**src/hw/rtl/array_list_cursor_engine_defines.svh**
```systemverilog
// Assertion macros for the array list cursor engine.
`ifndef ARRAY_LIST_CURSOR_ENGINE_DEFINES_SVH
`define ARRAY_LIST_CURSOR_ENGINE_DEFINES_SVH

`ifndef SYNTHESIS
`define ALCE_ASSERT_IMP(lbl, ante, cons) \
    lbl: assert property (@(posedge clk) disable iff (!rst_n) (ante) |-> (cons)) \
        else $error("alce: same-cycle check failed");
`define ALCE_ASSERT_NEXT(lbl, ante, cons) \
    lbl: assert property (@(posedge clk) disable iff (!rst_n) (ante) |=> (cons)) \
        else $error("alce: next-cycle check failed");
`else
`define ALCE_ASSERT_IMP(lbl, ante, cons)
`define ALCE_ASSERT_NEXT(lbl, ante, cons)
`endif

`endif

```
**src/hw/rtl/alce_ram.sv**
```systemverilog
// Simple dual-port entry memory with registered read data.
`default_nettype none

module alce_ram #(
    parameter int DEPTH = 64,
    parameter int WIDTH = 32,
    localparam int AW = (DEPTH > 1) ? $clog2(DEPTH) : 1
) (
    input  logic             clk,
    input  logic             we,
    input  logic [AW-1:0]    waddr,
    input  logic [WIDTH-1:0] wdata,
    input  logic             re,
    input  logic [AW-1:0]    raddr,
    output logic [WIDTH-1:0] rdata
);

    logic [WIDTH-1:0] mem [DEPTH];

    always_ff @(posedge clk)
    begin
        if (we)
        begin
            mem[waddr] <= wdata;
        end
    end

    always_ff @(posedge clk)
    begin
        if (re)
        begin
            rdata <= mem[raddr];
        end
    end

endmodule

`default_nettype wire
```
**config.mk**
```make
export PLATFORM = sky130hd
export DESIGN_NAME = alce_ram
export DESIGN_NICKNAME = d
export VERILOG_FILES = /design/src/hw/rtl/array_list_cursor_engine_defines.svh /design/src/hw/rtl/alce_ram.sv
export SDC_FILE = /design/constraint.sdc
export NUM_CORES = 2
export LEC_CHECK = 0
export ABC_CLOCK_PERIOD_IN_PS = 6150
export BUFFER_PORTS_ARGS = -buffer_cell sky130_fd_sc_hd__buf_2
export CAP_MARGIN = 20
export CELL_PAD_IN_SITES_DETAIL_PLACEMENT = 0
export CELL_PAD_IN_SITES_GLOBAL_PLACEMENT = 1
export CORE_ASPECT_RATIO = 1.75
export CORE_MARGIN = 10
export CORE_UTILIZATION = 30
export CTS_CLUSTER_SIZE = 14
export DETAILED_ROUTE_END_ITERATION = 8
export PLACE_DENSITY = 0.56
export SLEW_MARGIN = 0
export SYNTH_ARGS = -nofsm -noshare
export SYNTH_HDL_FRONTEND = slang
export SYNTH_SLANG_ARGS = --single-unit
```
**constraint.sdc**
```tcl
create_clock -name clk -period 6.15 [get_ports clk]
set_clock_uncertainty 0.05 [all_clocks]
set_input_delay 1.845 -clock clk [delete_from_list [all_inputs] [get_ports clk]]
set_output_delay 1.845 -clock clk [all_outputs]
set_load 0.05 [all_outputs]
```
==> flow_summary_export.csv <==
group,metric,value,unit
floorplan,die_w,408,um
setup_path,r2r_slack,3550,ps
clock_network,clock_latency,840,ps
layout,regArea,62500,um2
routing,drc,0,
floorplan,fp.dieArea,284000,um2
sta,fin_tns_setup,0,ps
synth,yosys_warnings,0,
layout,final_cells,7205,
floorplan,start_util,0.302,
synth,synth_mux_area_frac,0.167,
routing,antenna_left,0,
layout,nets,3662,
synth,avgSynthCellArea,23.7,um2
placement,dp_hpwl,143000,um
synth,yosysSeqAreaShare,0.792,
synth,yosys.area_share.simple,0.0126,
synth,synth_compound_area_frac,0.0167,
pwr,p_total,27.9,mW
clock_network,cts_max_path_buffers,4,
placement,place_congestion,0.794,
pwr,power_density,310,nW/um2
layout,fillers,24300,
synth,synth.cell_area,78800,um2
layout,multi_input_comb_area,16000,um2
setup_path,crit_slowest_cell,"mux4_2",
global_routing,groute.usage.overall,0.161,
placement,placedCellCount,6928,
setup_path,required,6670,ps
sta,hold_violations,0,
synth,synthCells,3324,
worst_hold_path,hp-class,"reg -> reg",
placement,io_buffers,78,
global_routing,grt_max_degree,69,
floorplan,core_area,261000,um2
synth,synthAdderAreaFrac,0,
floorplan,io_pins,79,
synth,syn_nets,3371,
clock_network,cts_inserted_buffers,184,
sta,finalSetupViolCount,0,
sta,period_share,0.706,
synth,synth-seq-cells,2080,
clock_network,clkTransAtPathRegs,70,ps
clock_network,hold_buffers,0,
global_routing,grt_first_pass_wirelength,323000,um
routing,vias,36500,
clock_network,clock_sinks,2080,
setup_path,setup.worst_path.class,"in -> reg",
global_routing,antenna_found_initial,28,
run,drv_cap,0,
pwr,irDropWorstVdd,0.230,mV
sta,max_slew_margin,0.269,
setup_path,path_common_cell,"a21oi_1",
routing,first_pass_iters,5,
floorplan,die_h,698,um
layout,area_growth,14.3,%
clock_network,postCtsSetupBuffers,0,
outcome,outcome,"finished clean",
routing,via_per_inst,5.06,
sta,rsz0062_at_grt,"no",
global_routing,grt_overflow,0,
clock_network,cts_tree,"built",
pwr,power.leakage,27.3,nW
clock_network,cts_resized,0,
routing,drt_iter0_drc,3612,
clock_network,ctsHtreeMaxLevel,4,
routing,wl_per_cell,32.5,um
setup_path,cp-start-kind,"input pin",
clock_network,clockRootBuffer,"clkbuf_16",
global_routing,grt_pass1_vias,38500,
layout,drive_above_1_share,0.298,
routing,wl,234000,um
sta,min_period,4340,ps
synth,synth.distinct_cells,33,
floorplan,placementRows,248,
setup_path,arrival,4860,ps
setup_path,critPathCaptureType,"register",
sta,drv_slew,0,
setup_path,cpPeakStageDelay,550,ps
synth,synth_xor_area_frac,0,
synth,synth_top_family_by_area,"multiplexers",
sta,worst_pin_slew,1100,ps
sta,clock.fmax,230,MHz
setup_path,worstPathMaxFanout,67,
setup_path,crit_chain,"buf_8 -> buf_12 -> buf_4 -> mux4_2 -> o221ai_1 -> a21oi_1 -> a21oi_1 -> nor2_1",
per-stage QoR:
step / utilization / area [um2] / worst slack, ps / hold WS (ps)
floorplan: - / 78800 / 1100 / 700
global placement: 0.325 / 85000 / 974 / 752
detailed placement: 0.325 / 85000 / 979 / 753
CTS: 0.345 / 90100 / 1870 / 770
global route: 0.345 / 90100 / 1710 / 808
finish: 0.345 / 90100 / 1810 / 762
flip-flops by register name, indices dropped and copies added (netlist names):
signal / flops
rdata: 32
mem: 2048
report_power, final:
group	switching, mW	internal, mW
sequential	0.0594	15.7
clock	4.97	5.50
combinational	1.14	0.554
total	6.16	21.8
Yosys cell counts:
master    number  area (um2)
a21oi_1       62         310
a22oi_1       12        90.1
a311oi_1       8        70.1
a31oi_1        1        6.26
a41o_1         4        40.0
and2_1         2        12.5
and3_1         4        25.0
buf_1         21        78.8
buf_2         57         285
buf_4         25         188
buf_6          5        56.3
clkbuf_1      74         278
edfxtp_1    2080       62500
mux2i_1       93         931
mux4_2       544       12300
nand2_1       26        97.6
nand2b_1       8        50.1
nand3_1        5        25.0
nand3b_1       5        37.5
nand4_1        2        12.5
nand4b_1       1        8.76
nor2_1       137         514
nor2b_1       15        93.8
nor3_1         7        35.0
o221ai_1      27         236
o22ai_1       84         526
o32ai_1        4        35.0
or2_0          1        6.26
or2_1          1        6.26
or2_2          1        6.26
or3_1          3        18.8
or3b_1         2        17.5
or3b_2         3        26.3
metal layers:
metal  part of all wire  track usage  vias to the layer above
met4              0.038       0.0566                       12
met3              0.048       0.0223                      317
li1                   -            -                    14800
met5            0.00034            0                        -
met2               0.56        0.305                     1087
met1               0.36        0.182                    20300
cells by family (layout without fill, tap and decap cells):
family | after synthesis | count (layout)
AO/OA/AOI/OAI | 202 | 202
flip-flops | 2080 | 2080
buffers and inverters | 182 | 552
AND/OR/NAND/NOR | 223 | 223
other | 0 | 11
multiplexers | 637 | 637
worst max-delay path: cells and delay by family:
kind | cells | cell delay (ps)
buffers and inverters | 3 | 1210
and+or+nand+nor | 1 | 80
muxes | 1 | 550
AOI/OAI and AO/OA | 3 | 980
worst paths after layout:
path | start | to | cells after the start
setup / recovery | raddr[0] | rdata[5]$_DFFE_PP_ | 8
hold / removal | mem[12][8]$_DFFE_PP_ | rdata[8]$_DFFE_PP_ | 4
setup reg to reg | mem[52][14]$_DFFE_PP_ | rdata[14]$_DFFE_PP_ | 4
hold reg to reg | mem[12][8]$_DFFE_PP_ | rdata[8]$_DFFE_PP_ | 4
cells in the final DEF, fill, tap and decap left out, types with 3 or more instances in the layout:
cell,instances
clkbuf_16,186
mux2i_1,93
a41o_1,4
or3b_2,3
nor2b_1,15
clkinvlp_4,4
buf_2,72
buf_4,189
nand3_1,5
nor2_4,62
buf_6,3
clkbuf_1,36
o221ai_1,27
o22ai_1,84
edfxtp_1,2080
a311oi_1,8
clkinv_2,6
o32ai_1,4
nor2_1,75
diode_2,11
buf_12,20
or3_1,3
nor3_1,5
a21oi_1,62
nand2b_1,8
nand2_1,26
buf_8,3
mux4_2,544
and3_1,4
inv_6,3
clkinv_1,27
a22oi_1,12
nand3b_1,5
cell type report:
class / count / area share
Clock buffer: 222 / 0.0531
Timing Repair Buffer: 287 / 0.0251
Multi-Input combinational cell: 1062 / 0.177
Clock inverter: 43 / 0.00269
Antenna cell: 11 / 0.000305
Tap cell: 3500 / 0.0486
Sequential cell: 2080 / 0.693
(Power assumes the default switching activity.)
